===== config.mk =====
export PLATFORM = sky130hd
export DESIGN_NAME = calendar_clock_adder_top
export DESIGN_NICKNAME = d
export VERILOG_FILES = /design/src/hdl/cca_pkg.sv /design/src/hdl/cca_ctrl.sv /design/src/hdl/cca_datapath.sv /design/src/hdl/calendar_clock_adder_top.sv
export SDC_FILE = /design/constraint.sdc
export NUM_CORES = 1
export LEC_CHECK = 0
export BUFFER_PORTS_ARGS = -buffer_cell sky130_fd_sc_hd__buf_2
export CORE_MARGIN = 4
export CORE_UTILIZATION = 30
export DETAILED_ROUTE_END_ITERATION = 6
export MAX_ROUTING_LAYER = met4
export PLACE_DENSITY_LB_ADDON = 0.15
export SLEW_MARGIN = 20
export SYNTH_ARGS = -nofsm -noshare
export SYNTH_HDL_FRONTEND = slang
export SYNTH_HIERARCHICAL = 1
export SYNTH_SLANG_ARGS = --single-unit

===== constraint.sdc =====
create_clock -name i_clk -period 13.3 [get_ports i_clk]
set_input_delay 1.995 -clock i_clk [delete_from_list [all_inputs] [get_ports i_clk]]
set_output_delay 1.995 -clock i_clk [all_outputs]
set_load 0.01 [all_outputs]

===== src/hdl/cca_pkg.sv =====
// Shared types, constants and helpers for the calendar clock adder.
// Used by cca_ctrl, cca_datapath and calendar_clock_adder_top; depends on nothing.
package cca_pkg;

    localparam int AMOUNT_BITS = 12;
    // The widest sum entering the divider is a stored field plus the amount.
    localparam int DIV_W       = AMOUNT_BITS + 1;
    localparam int YSUM_W      = (DIV_W > 14) ? DIV_W + 1 : 15;

    localparam logic [13:0] YEAR_MAX   = 14'd9999;
    localparam logic [13:0] YEAR_RST   = 14'd1997;
    localparam logic [3:0]  MONTH_MAX  = 4'd12;
    localparam logic [4:0]  DAY_MAX    = 5'd31;
    localparam logic [4:0]  HOUR_MAX   = 5'd23;
    localparam logic [5:0]  MINSEC_MAX = 6'd59;

    localparam logic [5:0]  DIV_SIXTY  = 6'd60;
    localparam logic [5:0]  DIV_DAY    = 6'd24;
    localparam logic [5:0]  DIV_YEAR   = 6'd12;

    // Quotients by sixty, twenty-four and twelve as (x * M) >> S with M rounded up.
    // The rounding error of M times the divisor is below 64, so six spare shift bits
    // keep the quotient exact for every DIV_W-bit dividend.
    localparam int RECIP_DIV_SHIFT = DIV_W + 6;
    localparam int RECIP_W         = DIV_W + 3;
    localparam int QPROD_W         = DIV_W + RECIP_W;
    localparam logic [RECIP_W-1:0] RECIP_SIXTY =
        RECIP_W'(((1 << RECIP_DIV_SHIFT) + int'(DIV_SIXTY) - 1) / int'(DIV_SIXTY));
    localparam logic [RECIP_W-1:0] RECIP_DAY =
        RECIP_W'(((1 << RECIP_DIV_SHIFT) + int'(DIV_DAY) - 1) / int'(DIV_DAY));
    localparam logic [RECIP_W-1:0] RECIP_YEAR =
        RECIP_W'(((1 << RECIP_DIV_SHIFT) + int'(DIV_YEAR) - 1) / int'(DIV_YEAR));

    // year / 100 as (year * 5243) >> 19, exact for every 14-bit year.
    localparam logic [12:0] RECIP_100   = 13'd5243;
    localparam int          RECIP_SHIFT = 19;
    localparam logic [13:0] CENTURY     = 14'd100;

    typedef enum logic [2:0] {
        FN_LOAD  = 3'd0,
        FN_SEC   = 3'd1,
        FN_MIN   = 3'd2,
        FN_HOUR  = 3'd3,
        FN_DAY   = 3'd4,
        FN_MON   = 3'd5,
        FN_YEAR  = 3'd6,
        FN_CHECK = 3'd7
    } t_func;

    typedef enum logic [1:0] {
        UN_SEC,
        UN_MIN,
        UN_HOUR,
        UN_MON
    } t_unit;

    typedef enum logic [2:0] {
        DP_NOP,
        DP_START,
        DP_DIV_STEP,
        DP_DIV_END,
        DP_WALK_STEP,
        DP_OUT
    } t_dp_op;

    typedef struct packed {
        t_dp_op op;
        t_func  func;
        t_unit  unit;
    } t_cmd;

    typedef struct packed {
        logic mon_small;   // month plus amount stays within twelve
        logic quot_zero;   // divider quotient is zero
        logic walk_fits;   // day count fits the current month
        logic walk_sat;    // the next month step would carry past the last year
        logic leap_ok;     // leap flag reflects the stored year
    } t_sts;

    function automatic logic [4:0] month_len(input logic [3:0] m, input logic leap);
        logic [4:0] len;
        case (m) inside
            4'd2:                      len = leap ? 5'd29 : 5'd28;
            4'd4, 4'd6, 4'd9, 4'd11:   len = 5'd30;
            default:                   len = 5'd31;
        endcase
        return len;
    endfunction

endpackage


===== src/hdl/cca_ctrl.sv =====
// Sequencer for the calendar clock adder: handshakes, divider steps and the month walk.
// Depends on cca_pkg; drives cca_datapath through a command struct.
module cca_ctrl (
    input  logic           i_clk,
    input  logic           i_rst_n,
    input  logic           i_in_valid,
    output logic           o_in_stall,
    input  cca_pkg::t_func i_func,
    output logic           o_out_valid,
    input  logic           i_out_stall,
    input  cca_pkg::t_sts  i_sts,
    output cca_pkg::t_cmd  o_cmd
);
    import cca_pkg::*;

    typedef enum logic [2:0] {
        ST_IDLE,
        ST_DIV,
        ST_DEND,
        ST_WALK,
        ST_FIN
    } t_state;

    t_state                r_state, n_state;
    t_unit                 r_unit, n_unit;
    logic                  r_out_valid, n_out_valid;

    always_comb begin
        n_state     = r_state;
        n_unit      = r_unit;
        n_out_valid = r_out_valid & i_out_stall;
        o_cmd.op    = DP_NOP;
        o_cmd.func  = i_func;
        o_cmd.unit  = r_unit;

        unique case (r_state)
            ST_IDLE: begin
                if (i_in_valid) begin
                    o_cmd.op = DP_START;
                    case (i_func)
                        FN_SEC: begin
                            n_unit  = UN_SEC;
                            n_state = ST_DIV;
                        end
                        FN_MIN: begin
                            n_unit  = UN_MIN;
                            n_state = ST_DIV;
                        end
                        FN_HOUR: begin
                            n_unit  = UN_HOUR;
                            n_state = ST_DIV;
                        end
                        FN_DAY: begin
                            n_state = ST_WALK;
                        end
                        FN_MON: begin
                            n_unit  = UN_MON;
                            n_state = i_sts.mon_small ? ST_FIN : ST_DIV;
                        end
                        default: begin
                            n_state = ST_FIN;
                        end
                    endcase
                end
            end
            ST_DIV: begin
                o_cmd.op = DP_DIV_STEP;
                n_state  = ST_DEND;
            end
            ST_DEND: begin
                o_cmd.op = DP_DIV_END;
                // A carry of zero means the next unit is left untouched.
                case (r_unit)
                    UN_SEC: begin
                        n_unit  = UN_MIN;
                        n_state = i_sts.quot_zero ? ST_FIN : ST_DIV;
                    end
                    UN_MIN: begin
                        n_unit  = UN_HOUR;
                        n_state = i_sts.quot_zero ? ST_FIN : ST_DIV;
                    end
                    UN_HOUR: begin
                        n_state = i_sts.quot_zero ? ST_FIN : ST_WALK;
                    end
                    default: begin
                        n_state = ST_FIN;
                    end
                endcase
            end
            ST_WALK: begin
                if (i_sts.leap_ok) begin
                    o_cmd.op = DP_WALK_STEP;
                    if (i_sts.walk_fits || i_sts.walk_sat) begin
                        n_state = ST_FIN;
                    end
                end
            end
            ST_FIN: begin
                if (i_sts.leap_ok && (!r_out_valid || !i_out_stall)) begin
                    o_cmd.op    = DP_OUT;
                    n_out_valid = 1'b1;
                    n_state     = ST_IDLE;
                end
            end
            default: begin
                n_state = ST_IDLE;
            end
        endcase
    end

    always_ff @(posedge i_clk) begin
        if (!i_rst_n) begin
            r_state     <= ST_IDLE;
            r_unit      <= UN_SEC;
            r_out_valid <= 1'b0;
        end else begin
            r_state     <= n_state;
            r_unit      <= n_unit;
            r_out_valid <= n_out_valid;
        end
    end

    assign o_in_stall  = (r_state != ST_IDLE);
    assign o_out_valid = r_out_valid;

endmodule


===== src/hdl/cca_datapath.sv =====
// Datapath of the calendar clock adder: date and time registers, the shared
// constant divider, the month walk, the leap-year unit and the result register.
// Depends on cca_pkg; commanded by cca_ctrl.
module cca_datapath (
    input  logic                             i_clk,
    input  logic                             i_rst_n,
    input  cca_pkg::t_cmd                    i_cmd,
    output cca_pkg::t_sts                    o_sts,
    input  logic [cca_pkg::AMOUNT_BITS-1:0]  i_amount,
    input  logic [13:0]                      i_load_year,
    input  logic [3:0]                       i_load_month,
    input  logic [4:0]                       i_load_day,
    input  logic [4:0]                       i_load_hour,
    input  logic [5:0]                       i_load_minute,
    input  logic [5:0]                       i_load_second,
    output logic [13:0]                      o_cur_year,
    output logic [3:0]                       o_cur_month,
    output logic [4:0]                       o_cur_day,
    output logic [4:0]                       o_cur_hour,
    output logic [5:0]                       o_cur_minute,
    output logic [5:0]                       o_cur_second,
    output logic                             o_is_valid,
    output logic                             o_overflow
);
    import cca_pkg::*;

    logic [13:0]       r_year, n_year;
    logic [3:0]        r_month, n_month;
    logic [4:0]        r_day, n_day;
    logic [4:0]        r_hour, n_hour;
    logic [5:0]        r_min, n_min;
    logic [5:0]        r_sec, n_sec;
    logic              r_ovf, n_ovf;
    logic [DIV_W-1:0]  r_acc, n_acc;
    logic [DIV_W-1:0]  r_quo, n_quo;
    logic [DIV_W-1:0]  r_d, n_d;
    logic [7:0]        r_q100;
    logic              r_fresh;

    logic [13:0]       r_out_year;
    logic [3:0]        r_out_month;
    logic [4:0]        r_out_day;
    logic [4:0]        r_out_hour;
    logic [5:0]        r_out_min;
    logic [5:0]        r_out_sec;
    logic              r_out_valid_flag;
    logic              r_out_ovf;

    logic [26:0]        w_prod;
    logic [13:0]        w_century;
    logic               w_leap;
    logic [4:0]         w_len;
    logic               w_legal;
    logic [5:0]         w_divisor;
    logic [RECIP_W-1:0] w_recip;
    logic [QPROD_W-1:0] w_qprod;
    logic [DIV_W-1:0]   w_rem;
    logic [DIV_W-1:0]   w_mon_sum;
    logic [YSUM_W-1:0]  w_ysum;
    logic [4:0]         w_mnext;
    logic               w_mwrap;
    logic               w_fits;
    logic               w_year_we;

    // Leap year: the quotient by one hundred is registered, so the flag follows
    // a year update in the next cycle and the sequencer waits on leap_ok.
    assign w_prod    = {13'd0, r_year} * {14'd0, RECIP_100};
    assign w_century = 14'(r_q100) * CENTURY;
    assign w_leap    = (r_year == w_century) ? (r_q100[1:0] == 2'd0) : (r_year[1:0] == 2'd0);
    assign w_len     = month_len(r_month, w_leap);

    assign w_legal = (r_year != 14'd0) && (r_month != 4'd0) && (r_month <= MONTH_MAX)
                  && (r_day != 5'd0) && (r_day <= w_len) && (r_hour <= HOUR_MAX)
                  && (r_min <= MINSEC_MAX) && (r_sec <= MINSEC_MAX);

    always_comb begin
        case (i_cmd.unit)
            UN_HOUR: begin
                w_divisor = DIV_DAY;
                w_recip   = RECIP_DAY;
            end
            UN_MON: begin
                w_divisor = DIV_YEAR;
                w_recip   = RECIP_YEAR;
            end
            default: begin
                w_divisor = DIV_SIXTY;
                w_recip   = RECIP_SIXTY;
            end
        endcase
    end

    // The quotient is registered into r_quo by DP_DIV_STEP; DP_DIV_END forms the remainder from it.
    assign w_qprod   = QPROD_W'(r_acc) * QPROD_W'(w_recip);
    assign w_rem     = r_acc - r_quo * DIV_W'(w_divisor);
    assign w_mon_sum = DIV_W'(r_month) + DIV_W'(i_amount);
    assign w_mnext   = 5'(r_month) + 5'd1;
    assign w_mwrap   = (w_mnext > 5'(MONTH_MAX));
    assign w_fits    = (r_d <= DIV_W'(w_len));

    always_comb begin
        n_year    = r_year;
        n_month   = r_month;
        n_day     = r_day;
        n_hour    = r_hour;
        n_min     = r_min;
        n_sec     = r_sec;
        n_ovf     = r_ovf;
        n_acc     = r_acc;
        n_quo     = r_quo;
        n_d       = r_d;
        w_ysum    = '0;
        w_year_we = 1'b0;

        case (i_cmd.op)
            DP_START: begin
                n_ovf = 1'b0;
                case (i_cmd.func)
                    FN_LOAD: begin
                        w_year_we = 1'b1;
                        if (i_load_year > YEAR_MAX) begin
                            n_year = YEAR_MAX;
                            n_ovf  = 1'b1;
                        end else begin
                            n_year = i_load_year;
                        end
                        n_month = i_load_month;
                        n_day   = i_load_day;
                        n_hour  = i_load_hour;
                        n_min   = i_load_minute;
                        n_sec   = i_load_second;
                    end
                    FN_SEC:  n_acc = DIV_W'(r_sec) + DIV_W'(i_amount);
                    FN_MIN:  n_acc = DIV_W'(r_min) + DIV_W'(i_amount);
                    FN_HOUR: n_acc = DIV_W'(r_hour) + DIV_W'(i_amount);
                    FN_DAY:  n_d   = DIV_W'(r_day) + DIV_W'(i_amount);
                    FN_MON: begin
                        if (w_mon_sum > DIV_W'(MONTH_MAX)) begin
                            n_acc = w_mon_sum - 1'b1;
                        end else begin
                            n_month = w_mon_sum[3:0];
                        end
                    end
                    FN_YEAR: begin
                        w_year_we = 1'b1;
                        w_ysum    = YSUM_W'(r_year) + YSUM_W'(i_amount);
                        if (w_ysum > YSUM_W'(YEAR_MAX)) begin
                            n_year = YEAR_MAX;
                            n_ovf  = 1'b1;
                        end else begin
                            n_year = w_ysum[13:0];
                        end
                    end
                    default: begin
                    end
                endcase
            end
            DP_DIV_STEP: begin
                n_quo = DIV_W'(w_qprod[QPROD_W-1:RECIP_DIV_SHIFT]);
            end
            DP_DIV_END: begin
                // r_quo holds the quotient, w_rem the remainder.
                case (i_cmd.unit)
                    UN_SEC: begin
                        n_sec = w_rem[5:0];
                        n_acc = DIV_W'(r_min) + r_quo;
                    end
                    UN_MIN: begin
                        n_min = w_rem[5:0];
                        n_acc = DIV_W'(r_hour) + r_quo;
                    end
                    UN_HOUR: begin
                        n_hour = w_rem[4:0];
                        n_d    = DIV_W'(r_day) + r_quo;
                    end
                    default: begin
                        w_year_we = 1'b1;
                        n_month   = w_rem[3:0] + 4'd1;
                        w_ysum    = YSUM_W'(r_year) + YSUM_W'(r_quo);
                        if (w_ysum > YSUM_W'(YEAR_MAX)) begin
                            n_year  = YEAR_MAX;
                            n_month = MONTH_MAX;
                            n_day   = DAY_MAX;
                            n_hour  = HOUR_MAX;
                            n_min   = MINSEC_MAX;
                            n_sec   = MINSEC_MAX;
                            n_ovf   = 1'b1;
                        end else begin
                            n_year = w_ysum[13:0];
                        end
                    end
                endcase
            end
            DP_WALK_STEP: begin
                if (w_fits) begin
                    n_day = r_d[4:0];
                end else begin
                    n_d     = r_d - DIV_W'(w_len);
                    n_month = w_mwrap ? 4'(w_mnext - 5'(MONTH_MAX)) : w_mnext[3:0];
                    if (w_mwrap) begin
                        w_year_we = 1'b1;
                        if (r_year == YEAR_MAX) begin
                            n_year  = YEAR_MAX;
                            n_month = MONTH_MAX;
                            n_day   = DAY_MAX;
                            n_hour  = HOUR_MAX;
                            n_min   = MINSEC_MAX;
                            n_sec   = MINSEC_MAX;
                            n_ovf   = 1'b1;
                        end else begin
                            n_year = r_year + 14'd1;
                        end
                    end
                end
            end
            default: begin
            end
        endcase
    end

    always_ff @(posedge i_clk) begin
        if (!i_rst_n) begin
            r_year  <= YEAR_RST;
            r_month <= 4'd1;
            r_day   <= 5'd1;
            r_hour  <= 5'd1;
            r_min   <= 6'd1;
            r_sec   <= 6'd1;
            r_ovf   <= 1'b0;
            r_fresh <= 1'b0;
        end else begin
            r_year  <= n_year;
            r_month <= n_month;
            r_day   <= n_day;
            r_hour  <= n_hour;
            r_min   <= n_min;
            r_sec   <= n_sec;
            r_ovf   <= n_ovf;
            r_fresh <= !w_year_we;
        end
    end

    always_ff @(posedge i_clk) begin
        r_acc  <= n_acc;
        r_quo  <= n_quo;
        r_d    <= n_d;
        r_q100 <= w_prod[RECIP_SHIFT+7:RECIP_SHIFT];
        if (i_cmd.op == DP_OUT) begin
            r_out_year       <= r_year;
            r_out_month      <= r_month;
            r_out_day        <= r_day;
            r_out_hour       <= r_hour;
            r_out_min        <= r_min;
            r_out_sec        <= r_sec;
            r_out_valid_flag <= w_legal;
            r_out_ovf        <= r_ovf;
        end
    end

    assign o_sts.mon_small = (w_mon_sum <= DIV_W'(MONTH_MAX));
    assign o_sts.quot_zero = (r_quo == '0);
    assign o_sts.walk_fits = w_fits;
    assign o_sts.walk_sat  = !w_fits && w_mwrap && (r_year == YEAR_MAX);
    assign o_sts.leap_ok   = r_fresh;

    assign o_cur_year   = r_out_year;
    assign o_cur_month  = r_out_month;
    assign o_cur_day    = r_out_day;
    assign o_cur_hour   = r_out_hour;
    assign o_cur_minute = r_out_min;
    assign o_cur_second = r_out_sec;
    assign o_is_valid   = r_out_valid_flag;
    assign o_overflow   = r_out_ovf;

endmodule


===== src/hdl/calendar_clock_adder_top.sv =====
// Top level of the calendar clock adder: joins the sequencer and the datapath.
// Depends on cca_pkg, cca_ctrl and cca_datapath.
//
//   channel  | direction | handshake              | payload
//   ---------+-----------+------------------------+------------------------------------
//   in       | input     | i_in_valid / o_in_stall | i_func, i_amount, i_load_*
//   out      | output    | o_out_valid / i_out_stall | o_cur_*, o_is_valid, o_overflow
//
// A check goes straight to the result, and loads and year adds wait there while the leap flag
// settles after the year write. Second, minute, hour and month adds divide by a constant
// with a divide step and an end step per unit carried; day carries then walk one month per
// cycle, pausing after each year carry until the leap flag settles.
// Reset is synchronous and loads 1997-01-01 01:01:01. One result beat may wait
// under i_out_stall while the next input beat is taken and worked on.
module calendar_clock_adder_top (
    input  logic                             i_clk,
    input  logic                             i_rst_n,
    input  logic                             i_in_valid,
    output logic                             o_in_stall,
    input  logic [2:0]                       i_func,
    input  logic [cca_pkg::AMOUNT_BITS-1:0]  i_amount,
    input  logic [13:0]                      i_load_year,
    input  logic [3:0]                       i_load_month,
    input  logic [4:0]                       i_load_day,
    input  logic [4:0]                       i_load_hour,
    input  logic [5:0]                       i_load_minute,
    input  logic [5:0]                       i_load_second,
    output logic                             o_out_valid,
    input  logic                             i_out_stall,
    output logic [13:0]                      o_cur_year,
    output logic [3:0]                       o_cur_month,
    output logic [4:0]                       o_cur_day,
    output logic [4:0]                       o_cur_hour,
    output logic [5:0]                       o_cur_minute,
    output logic [5:0]                       o_cur_second,
    output logic                             o_is_valid,
    output logic                             o_overflow
);
    import cca_pkg::*;

    t_cmd w_cmd;
    t_sts w_sts;

    cca_ctrl u_ctrl (
        .i_clk       (i_clk),
        .i_rst_n     (i_rst_n),
        .i_in_valid  (i_in_valid),
        .o_in_stall  (o_in_stall),
        .i_func      (t_func'(i_func)),
        .o_out_valid (o_out_valid),
        .i_out_stall (i_out_stall),
        .i_sts       (w_sts),
        .o_cmd       (w_cmd)
    );

    cca_datapath u_datapath (
        .i_clk         (i_clk),
        .i_rst_n       (i_rst_n),
        .i_cmd         (w_cmd),
        .o_sts         (w_sts),
        .i_amount      (i_amount),
        .i_load_year   (i_load_year),
        .i_load_month  (i_load_month),
        .i_load_day    (i_load_day),
        .i_load_hour   (i_load_hour),
        .i_load_minute (i_load_minute),
        .i_load_second (i_load_second),
        .o_cur_year    (o_cur_year),
        .o_cur_month   (o_cur_month),
        .o_cur_day     (o_cur_day),
        .o_cur_hour    (o_cur_hour),
        .o_cur_minute  (o_cur_minute),
        .o_cur_second  (o_cur_second),
        .o_is_valid    (o_is_valid),
        .o_overflow    (o_overflow)
    );

endmodule

==> reports/qor.yml <==
outcome: "finished clean"
rsz0062_at_grt: "no"
synth-edff-count: 78
r2r_start: "u_ctrl/r_unit[1]"
hold_viol_final: 0
maxSlewHeadroom_pct: 35.38
layout-drive-gt1-share_pct: 8.986
route.detailed.drc: 0
clockBufferDepth: 2
cts_tree: "yes"
crit_start: "u_ctrl/r_unit[1]"
ios: 103
h-tree-depth: 4
yosysTopAreaCell: "fa_1"
min_period_ns: 7.248
max_freq_ghz: 0.1380
ys_async_sr_fraction_pct: 0
chipHeight_um: 260.5
synthAdderAreaFrac_pct: 37.72
first_pass_iters: 5
tightest_slew_ns: 0.9679
cp-start-kind: "flip-flop"
synth_top_family_by_area: "adder cells"
cts_root_buf: "clkbuf_16"
cts-buffers-inserted: 17
clock-sinks: 134
wire_per_inst_um: 20.15
first_global_vias: 15504
yosysMostFrequentCell: "inv_1"
hold_buffers: 0
portBuffers: 102
path_clk_slew_ns: 0.07
die_w_um: 260.5
synth.distinct_cells: 93
synthDominantCellAreaShare_pct: 18.94
crit_arrival_ns: 7.45
grt_use_total_pct: 18.47
rows: 92
ys_seq_elements: 134
endpoint: "u_datapath/r_quo[8]"
synth_compound_gate_area_share_pct: 15.55
rrSetupSlack_ns: 6.05
drv_slew: 0
synthesis.area_sq_um: 19130
core_area_sq_um: 63080
synth_xor_area_share_pct: 6.364
ant_nets: 0
setup_viol_count_final: 0
ys_dominant_reg_cell: "edfxtp_1"
worstSetupEndpointType: "flip-flop"
holdCritPathClass: "reg -> reg"
crit_required_ns: 13.50
yosys.area_share.simple_pct: 11.94
cts.repair.resized: 0
initialDrtViolationCount: 929
num-nets-final: 2673
start_util_pct: 30.32
crit_fanout: 13
ys_warn_count: 6
cts_setup_buffers: 0
syn_inst: 2078
syn_area_per_cell_sq_um: 9.205
antenna_found_initial: 1
period_share_pct: 54.50
r2r_end: "u_datapath/r_quo[8]"
reg2reg_depth: 20
overflow: 0
via_count: 15302
place_ws_ns: 6.000
finalSetupTns_ns: 0
via_per_inst: 5.090
max_cap_viol_count: 0
path_class: "reg -> reg"
hpwl_mm: 49.00
syn-num-nets: 2605
utilization_pct: 33.45
synth_area_leaders: "fa_1 19%, ha_1 19%, edfxtp_1 12%"
area_growth_pct: 10.30
clock_latency_ns: 0.47
min_from: "u_datapath/r_ovf"
grt_pass1_wl_mm: 93.52
gp_congestion: 0.8846
grt_max_degree: 59
dieArea_sq_um: 67870
synth-seq-area-share_pct: 18.11
synthMuxAreaShare_pct: 1.923
routed_wl_mm: 60.57
finalClockSkew_ns: 0.01742
synthTopCellsByCount: "340 x inv_1, 287 x ha_1, 181 x fa_1"
worst_slack_ns: 6.052
[per-layer routing]
metal | track usage [%] | part of all wire (%)
met1 | 25.06 | 47
met2 | 29.73 | 48
met3 | 1.853 | 3.8
met4 | 4.786 | 1.9
met5 | - | 0
[worst min path at each step]
stage	endpoint	slack, ns	depth (start not counted)
2_1_floorplan	u_datapath/o_overflow	0.41	0
3_3_place_gp	u_datapath/o_overflow	0.43	0
3_5_place_dp	u_datapath/o_overflow	0.42	0
4_1_cts	u_datapath/o_overflow	0.45	0
5_1_grt	u_datapath/o_overflow	0.48	0
6_report	u_datapath/o_overflow	0.45	0
[critical path, cell delays in order (launching register included)]
cell and delay, ns:
dfxtp_1 0.56, ha_1 0.66, nand2_1 0.21, inv_1 0.17, fa_1 0.48, fa_1 0.54, fa_1 0.51, inv_1 0.05
fa_1 0.46, fa_1 0.54, inv_1 0.04, ha_1 0.32, a2111oi_0 0.48, o31ai_1 0.16, a31oi_1 0.43, o32ai_1 0.25
o211a_1 0.30, o21a_1 0.20, o21ai_0 0.27, a21boi_0 0.17, xor2_1 0.17
[per-stage QoR]
| stage | cells | hold slack, ns | cell area (sq um) |
|---|---|---|---|
| floorplan | 2078 | 0.4090 | 19130 |
| global placement | 2973 | 0.4307 | 20530 |
| detailed placement | 2973 | 0.4200 | 20530 |
| CTS | 3005 | 0.4510 | 21100 |
| global route | 3005 | 0.4788 | 21100 |
| finish | 3006 | 0.4455 | 21100 |
[registers in the layout, indices dropped and copies added (netlist names), 6 cells and up]
register,count
u_datapath/r_year,14
u_datapath/r_q100,8
u_datapath/r_min,6
u_datapath/o_cur_second,6
u_datapath/r_quo,10
u_datapath/r_d,13
u_datapath/r_acc,13
u_datapath/o_cur_minute,6
u_datapath/r_sec,6
u_datapath/o_cur_year,14
[layout make-up]
cell class	instances	area, sq um
Sequential cell	134	3463
Tap cell	846	1059
Fill cell	6707	41980
Clock buffer	17	425.4
Antenna cell	1	2.502
Clock inverter	15	138.9
Timing Repair Buffer	121	653.1
Inverter	341	1280
Multi-Input combinational cell	1531	14080
[logic make-up after synthesis]
family,after synthesis
AOI/OAI and AO/OA,430
xor gates and xnor gates,139
adders and majority gates,468
buffers and inverters,413
DFF,134
muxes,35
and+or+nand+nor,459
[cells in the final DEF (no fill, tap or decap), types with 14 or more instances in the layout]
| master | n |
|---|---|
| mux2i_1 | 27 |
| o221ai_1 | 16 |
| nor2_1 | 104 |
| inv_1 | 340 |
| nor2b_1 | 25 |
| edfxtp_1 | 78 |
| buf_4 | 19 |
| buf_2 | 102 |
| nand4_1 | 18 |
| a21oi_1 | 102 |
| xnor2_1 | 95 |
| clkbuf_16 | 17 |
| a21o_1 | 22 |
| nor3_1 | 30 |
| a31oi_1 | 20 |
| xor2_1 | 44 |
| ha_1 | 287 |
| o21ai_0 | 76 |
| and2_1 | 18 |
| o211ai_1 | 19 |
| nand2b_1 | 26 |
| nand2_1 | 124 |
| dfxtp_1 | 56 |
| o21bai_1 | 14 |
| o21a_1 | 18 |
| a211oi_1 | 14 |
| fa_1 | 181 |
| nand3_1 | 39 |
| nor4_1 | 14 |
Power is not shown: default switching activity piles up to over one toggle a cycle in this logic, so the estimate is an artifact.
